**src/rtl/lbc_pkg.sv**
```systemverilog
// shared constants, codes and types of the lru block buffer cache
package lbc_pkg;

  // number of buffers in the tag store (2 to 32)
  localparam int BUFFERS = 32;
  localparam int IDX_W   = (BUFFERS > 2) ? $clog2(BUFFERS) : 1;

  localparam int DEV_W   = 8;
  localparam int BLK_W   = 32;
  localparam int CNT_W   = 8;
  localparam int TIME_W  = 32;
  localparam int SLOT_W  = 5;

  localparam logic [CNT_W-1:0] COUNT_MAX = {CNT_W{1'b1}};

  // request codes
  typedef enum logic [1:0] {
    MODE_GET     = 2'd0,
    MODE_RELEASE = 2'd1,
    MODE_PIN     = 2'd2,
    MODE_UNPIN   = 2'd3
  } lbc_mode_t;

  // result status codes
  typedef enum logic [1:0] {
    STAT_OK      = 2'd0,
    STAT_NO_FREE = 2'd1,
    STAT_COUNT   = 2'd2
  } lbc_status_t;

  // one buffer as seen by the scan unit
  typedef struct packed {
    logic              valid;
    logic [DEV_W-1:0]  device;
    logic [BLK_W-1:0]  block;
    logic [CNT_W-1:0]  count;
    logic [TIME_W-1:0] stamp;
  } lbc_entry_t;

  // verdict of the scan unit on one buffer
  typedef struct packed {
    logic is_match;
    logic is_better_free;
  } lbc_pick_t;

endpackage

```
**src/rtl/lbc_scan.sv**
```systemverilog
// compare unit shared by every step of the buffer scan
module lbc_scan (
  input  lbc_pkg::lbc_entry_t         ent,
  input  logic [lbc_pkg::DEV_W-1:0]   device,
  input  logic [lbc_pkg::BLK_W-1:0]   block_number,
  input  logic                        free_found,
  input  logic [lbc_pkg::TIME_W-1:0]  best_time,
  output lbc_pkg::lbc_pick_t          pick
);

  // tag hit needs valid contents; a free buffer wins only if strictly older
  always_comb begin
    pick.is_match = ent.valid && (ent.device == device) && (ent.block == block_number);
    pick.is_better_free = (ent.count == '0) && (!free_found || (ent.stamp < best_time));
  end

endmodule

```
**src/rtl/lru_block_buffer_cache.sv**
```systemverilog
// top level: buffer cache tag store with reference counts and lru replacement
//
//  channel  | handshake                  | fields
//  ---------+----------------------------+---------------------------------------------
//  request  | start, busy (in: start&!busy) | mode, device, block_number, buffer_index, now
//  result   | done (one-cycle strobe)    | slot, hit, needs_fill, status
//
//  get scans the store: one compare unit visits one buffer per cycle for the tag
//  hit and the oldest free buffer, then at most one writeback in the finish state.
//  release, pin and unpin do a read-modify-write of one count in the update state.
//  the result word appears the cycle after finish or update and busy falls with it.
//  rst (synchronous) clears all counts, release times and valid bits at once.
//  the receiver cannot stall; a new word may start as soon as busy is low.
module lru_block_buffer_cache (
  input  logic                          clk,
  input  logic                          rst,
  input  logic                          start,
  output logic                          busy,
  input  logic [1:0]                    mode,
  input  logic [lbc_pkg::DEV_W-1:0]     device,
  input  logic [lbc_pkg::BLK_W-1:0]     block_number,
  input  logic [4:0]                    buffer_index,
  input  logic [lbc_pkg::TIME_W-1:0]    now,
  output logic                          done,
  output logic [lbc_pkg::SLOT_W-1:0]    slot,
  output logic                          hit,
  output logic                          needs_fill,
  output logic [1:0]                    status
);

  localparam int IW = lbc_pkg::IDX_W;

  typedef enum logic [1:0] {
    S_IDLE,
    S_SCAN,
    S_FINISH,
    S_UPDATE
  } state_t;

  state_t state;

  // tag store
  logic [lbc_pkg::DEV_W-1:0]  tag_device     [lbc_pkg::BUFFERS];
  logic [lbc_pkg::BLK_W-1:0]  tag_block      [lbc_pkg::BUFFERS];
  logic [lbc_pkg::CNT_W-1:0]  ref_count      [lbc_pkg::BUFFERS];
  logic [lbc_pkg::TIME_W-1:0] release_time   [lbc_pkg::BUFFERS];
  logic                       contents_valid [lbc_pkg::BUFFERS];

  // latched request
  lbc_pkg::lbc_mode_t         req_mode;
  logic [lbc_pkg::DEV_W-1:0]  req_device;
  logic [lbc_pkg::BLK_W-1:0]  req_block;
  logic [4:0]                 req_index;
  logic [lbc_pkg::TIME_W-1:0] req_now;

  // scan progress
  logic [IW-1:0]              cnt;
  logic                       hit_found;
  logic [IW-1:0]              hit_idx;
  logic [lbc_pkg::CNT_W-1:0]  hit_count;
  logic                       free_found;
  logic [IW-1:0]              victim_idx;
  logic [lbc_pkg::TIME_W-1:0] victim_time;

  logic [IW-1:0]              req_idx;
  logic                       req_oor;
  logic [IW-1:0]              rd_idx;
  lbc_pkg::lbc_entry_t        ent;
  lbc_pkg::lbc_pick_t         pick;

  // write port controls
  logic                       wr_en;
  logic [IW-1:0]              wr_idx;
  logic                       wr_tag;
  logic [lbc_pkg::CNT_W-1:0]  wr_count;
  logic                       wr_stamp;

  logic [8:0]                 hit_slot_w;
  logic [8:0]                 victim_slot_w;

  assign busy          = (state != S_IDLE);
  assign req_idx       = IW'(req_index);
  assign req_oor       = (9'(req_index) >= 9'(lbc_pkg::BUFFERS));
  assign rd_idx        = (state == S_SCAN) ? cnt : req_idx;
  assign hit_slot_w    = 9'(hit_idx);
  assign victim_slot_w = 9'(victim_idx);

  // single read port of the store
  always_comb begin
    ent.valid  = contents_valid[rd_idx];
    ent.device = tag_device[rd_idx];
    ent.block  = tag_block[rd_idx];
    ent.count  = ref_count[rd_idx];
    ent.stamp  = release_time[rd_idx];
  end

  lbc_scan u_scan (
    .ent          (ent),
    .device       (req_device),
    .block_number (req_block),
    .free_found   (free_found),
    .best_time    (victim_time),
    .pick         (pick)
  );

  // writeback decision for the finishing word
  always_comb begin
    wr_en    = 1'b0;
    wr_idx   = req_idx;
    wr_tag   = 1'b0;
    wr_count = ent.count;
    wr_stamp = 1'b0;
    case (state)
      S_FINISH: begin
        if (hit_found) begin
          wr_idx   = hit_idx;
          wr_en    = (hit_count != lbc_pkg::COUNT_MAX);
          wr_count = hit_count + 1'b1;
        end else if (free_found) begin
          wr_idx   = victim_idx;
          wr_en    = 1'b1;
          wr_tag   = 1'b1;
          wr_count = lbc_pkg::CNT_W'(1);
        end
      end
      S_UPDATE: begin
        if (!req_oor) begin
          if (req_mode == lbc_pkg::MODE_PIN) begin
            wr_en    = (ent.count != lbc_pkg::COUNT_MAX);
            wr_count = ent.count + 1'b1;
          end else if (req_mode != lbc_pkg::MODE_GET) begin
            wr_en    = (ent.count != '0);
            wr_count = ent.count - 1'b1;
            wr_stamp = (req_mode == lbc_pkg::MODE_RELEASE) &&
                       (ent.count == lbc_pkg::CNT_W'(1));
          end
        end
      end
      default: ;
    endcase
  end

  // tag store write port; reset clears counts, times and valid bits
  always_ff @(posedge clk) begin
    if (rst) begin
      for (int i = 0; i < lbc_pkg::BUFFERS; i++) begin
        ref_count[i]      <= '0;
        release_time[i]   <= '0;
        contents_valid[i] <= 1'b0;
      end
    end else if (wr_en) begin
      ref_count[wr_idx] <= wr_count;
      if (wr_tag) begin
        tag_device[wr_idx]     <= req_device;
        tag_block[wr_idx]      <= req_block;
        contents_valid[wr_idx] <= 1'b1;
      end
      if (wr_stamp) begin
        release_time[wr_idx] <= req_now;
      end
    end
  end

  // sequencer and result register
  always_ff @(posedge clk) begin
    if (rst) begin
      state      <= S_IDLE;
      done       <= 1'b0;
      hit_found  <= 1'b0;
      free_found <= 1'b0;
      cnt        <= '0;
    end else begin
      done <= 1'b0;
      case (state)
        S_IDLE: begin
          if (start) begin
            req_mode   <= lbc_pkg::lbc_mode_t'(mode);
            req_device <= device;
            req_block  <= block_number;
            req_index  <= buffer_index;
            req_now    <= now;
            cnt        <= '0;
            hit_found  <= 1'b0;
            free_found <= 1'b0;
            victim_time <= '0;
            state      <= (lbc_pkg::lbc_mode_t'(mode) == lbc_pkg::MODE_GET) ?
                          S_SCAN : S_UPDATE;
          end
        end
        S_SCAN: begin
          if (!hit_found && pick.is_match) begin
            hit_found <= 1'b1;
            hit_idx   <= cnt;
            hit_count <= ent.count;
          end
          if (pick.is_better_free) begin
            free_found  <= 1'b1;
            victim_idx  <= cnt;
            victim_time <= ent.stamp;
          end
          if (cnt == IW'(lbc_pkg::BUFFERS - 1)) begin
            state <= S_FINISH;
          end else begin
            cnt <= cnt + 1'b1;
          end
        end
        S_FINISH: begin
          done <= 1'b1;
          if (hit_found) begin
            slot       <= hit_slot_w[4:0];
            hit        <= 1'b1;
            needs_fill <= 1'b0;
            status     <= (hit_count == lbc_pkg::COUNT_MAX) ?
                          lbc_pkg::STAT_COUNT : lbc_pkg::STAT_OK;
          end else if (free_found) begin
            slot       <= victim_slot_w[4:0];
            hit        <= 1'b0;
            needs_fill <= 1'b1;
            status     <= lbc_pkg::STAT_OK;
          end else begin
            slot       <= '0;
            hit        <= 1'b0;
            needs_fill <= 1'b0;
            status     <= lbc_pkg::STAT_NO_FREE;
          end
          state <= S_IDLE;
        end
        S_UPDATE: begin
          done       <= 1'b1;
          slot       <= req_index;
          hit        <= 1'b0;
          needs_fill <= 1'b0;
          if (req_oor) begin
            status <= lbc_pkg::STAT_COUNT;
          end else if (req_mode == lbc_pkg::MODE_PIN) begin
            status <= (ent.count == lbc_pkg::COUNT_MAX) ?
                      lbc_pkg::STAT_COUNT : lbc_pkg::STAT_OK;
          end else begin
            status <= (ent.count == '0) ? lbc_pkg::STAT_COUNT : lbc_pkg::STAT_OK;
          end
          state <= S_IDLE;
        end
        default: state <= S_IDLE;
      endcase
    end
  end

endmodule
```
**config.mk**
```make
export PLATFORM = sky130hd
export DESIGN_NAME = lru_block_buffer_cache
export DESIGN_NICKNAME = d
export VERILOG_FILES = /design/src/rtl/lbc_pkg.sv /design/src/rtl/lbc_scan.sv /design/src/rtl/lru_block_buffer_cache.sv
export SDC_FILE = /design/constraint.sdc
export NUM_CORES = 2
export LEC_CHECK = 0
export ABC_AREA = 1
export ABC_CLOCK_PERIOD_IN_PS = 18300
export BUFFER_PORTS_ARGS = -buffer_cell sky130_fd_sc_hd__buf_4
export CAP_MARGIN = 30
export CELL_PAD_IN_SITES_DETAIL_PLACEMENT = 2
export CELL_PAD_IN_SITES_GLOBAL_PLACEMENT = 2
export CORE_UTILIZATION = 40
export DETAILED_ROUTE_END_ITERATION = 8
export PLACE_DENSITY = 0.75
export SKIP_CTS_REPAIR_TIMING = 1
export SLEW_MARGIN = 20
export SYNTH_ARGS = -nofsm -noshare
export SYNTH_HDL_FRONTEND = slang
export SYNTH_SLANG_ARGS = --single-unit
```
**constraint.sdc**
```tcl
create_clock -name clk -period 18.3 [get_ports clk]
set_input_delay 3.66 -clock clk [delete_from_list [all_inputs] [get_ports clk]]
set_output_delay 3.66 -clock clk [all_outputs]
set_load 0.02 [all_outputs]
```
==> results.cfg <==
[run_status]
status = finished, final reports clean

[routing]
via_count = 87600
post_drt_wl_per_cell_um = 31.8
drt-initial-drc-count = 8990
drt-total-wl_mm = 462
via_per_inst = 6.03
drt_pre_antenna_iters = 6
drc = 0
ant_nets = 0

[grt]
overflow = 0
grt_max_degree = 148
first_global_vias = 95200
track_usage = 0.304
grt_pass1_wl_mm = 665
antenna_found_initial = 16

[synthesis]
yosys.area.top_type = edfxtp_1
yosysTopAreaCellShare = 0.687
synth_area_leaders = edfxtp_1, nand2_1, nand3_1
synth_cell_types = 53
yosysWarnings = 0
syn_nets = 10600
synth-edff-count = 2698
yosys.cell_count.top_type = edfxtp_1
synthTopCellsByCount = edfxtp_1, nand2_1, nor2_1, nand3_1, buf_2
mappedNetlistArea_um2 = 118000
synthArstFlopShare = 0
synth_cells = 10500
synth.yosys.seq_area_share = 0.694
avgSynthCellArea_um2 = 11.2
ys_seq_elements = 2740
ys.flop_type = edfxtp_1

[floorplanning]
die_x_um = 545
rows = 199
io-pin-count = 93
fp.coreArea_um2 = 294000
die_y_um = 545
fp.dieArea_um2 = 297000
initial_core_util = 0.402

[clocking]
cts.htree.levels = 5
cts_tree = yes
cts_buffers = 306
root_buffer = clkbuf_16
cts_sinks = 2740
clockBufferDepth = 4
clkLatencyLatePin_ns = 0.96
path_clk_slew_ns = 0.06

[timing]
finalSetupViolCount = 0
rsz0062_at_grt = no
relSlewSlack = 0.273
tightest_slew_ns = 1.09
slew_violations = 0
finalClockSkew_ns = 0.0697
final-hold-violation-count = 0
tns_ns = 0
fin_crit_sh = 0.525
timing.final.crit_period_ns = 9.61
fmax_ghz = 0.104
setup_slack_ns = 8.69

[worst_setup_path]
critPathMaxFanout = 127
startpoint_type = flop
path_class = flop to flop
required_ns = 18.90
cp-end-kind = flop
arrival_ns = 10.21

[hold_path]
hold_path_class = flop to flop

[power_and_ir_drop]
powerDensity_nw_per_um2 = 151
power_uw = 20000
power.leakage_uw = 0.0472
ir_drop_mv = 0.117

[placed_design]
finalWeightedCongestion = 0.828
dp_hpwl_mm = 255
portBuffers = 92
post-place-ws_ns = 8.69

[cells_and_area]
drive_above_1_share = 0.0892
utilization = 0.449
final_nets = 10500
area_delta_synth_final_pct = 11.8

[flow_run]
maxCapViolCount = 0
## flip-flops by register name, summed over array words and instances, names as in the netlist, 32 cells and up
register        count
contents_valid     32
ref_count         256
release_time     1024
req_block          32
req_now            32
tag_block        1024
tag_device        256
victim_time        32
## layer usage
metal,GRT usage,part of all wire,vias up
met5,0,0.000045,-
met4,0.113,0.038,4
met3,0.0389,0.066,895
met2,0.511,0.49,3580
met1,0.401,0.41,46500
li1,-,-,36600
## where the power goes
part	switching (uW)	internal (uW)	leakage [uW]
logic	5050	1530	0.0162
clock network	2700	3420	0.00465
registers	82.8	7180	0.0263
## critical path, cell delays in order (launching register included)
cell      delay, ns
dfxtp_1        0.56
inv_6          0.12
nand2_4        0.14
nand2_4        0.22
nand2_8        0.64
buf_4          0.69
buf_4          0.84
buf_4          0.69
buf_4          0.80
buf_4          0.80
a21oi_1        0.16
a32o_1         0.25
o211ai_1       0.53
nand2_1        0.16
o21ai_0        0.41
ha_1           0.35
a21oi_1        0.14
o221a_2        0.20
nand2_1        0.10
nand2_1        0.09
nand2_1        0.23
nand2_1        0.14
nand2_1        0.11
nand2_2        0.38
buf_12         0.26
## worst paths after layout
| path | cells past startpoint | slack, ns | startpoint | end |
|---|---|---|---|---|
| max | 24 | 8.69 | state[1] | victim_time[1] |
| min | 0 | 0.47 | cnt[3] | hit_idx[3] |
| max reg2reg | 24 | 8.69 | state[1] | victim_time[1] |
| min reg2reg | 0 | 0.47 | cnt[3] | hit_idx[3] |
## layout make-up
class                           instances  area (um^2)
Fill cell                           29600       162000
Timing Repair Buffer                  356         2980
Sequential cell                      2740        81900
Inverter                              237          927
Clock inverter                        156         1500
Clock buffer                          387         8070
Multi-Input combinational cell       6731        31700
Tap cell                             3919         4900
Antenna cell                            6         15.0
## per-stage QoR
step | hold slack (ns) | instance area (um^2) | cells
global placement | 0.439 | 122000 | 14000
global route | 0.487 | 132000 | 14500
finish | 0.468 | 132000 | 14500
detailed placement | 0.453 | 122000 | 14000
floorplan | 0.426 | 118000 | 10500
CTS | 0.468 | 132000 | 14500
## layout by cell type (no fill, tap or decap), types with 41 or more instances in the layout
| cell | count |
|---|---|
| edfxtp_1 | 2698 |
| nand2_1 | 2349 |
| nor2_1 | 1643 |
| nand3_1 | 1532 |
| buf_4 | 327 |
| o21ai_0 | 315 |
| clkbuf_16 | 310 |
| inv_1 | 223 |
| a21oi_1 | 184 |
| o211ai_1 | 156 |
| a32o_1 | 114 |
| o22ai_1 | 81 |
| clkbuf_1 | 75 |
| clkinv_1 | 63 |
| clkinv_2 | 42 |
| dfxtp_1 | 42 |
| nand2_2 | 41 |
## kinds of logic (layout without fill, tap and decap cells)
group	count (synthesis)	in the layout	share of synthesized area
AOI/OAI and AO/OA	942	942	0.0505
xor gates and xnor gates	9	9	0.000668
adders and majority gates	38	38	0.00403
buffers and inverters	1050	1136	0.0417
DFF	2740	2740	0.694
other	0	6	0
and+or+nand+nor	5742	5742	0.209
Power figures use the tool's default switching activity.
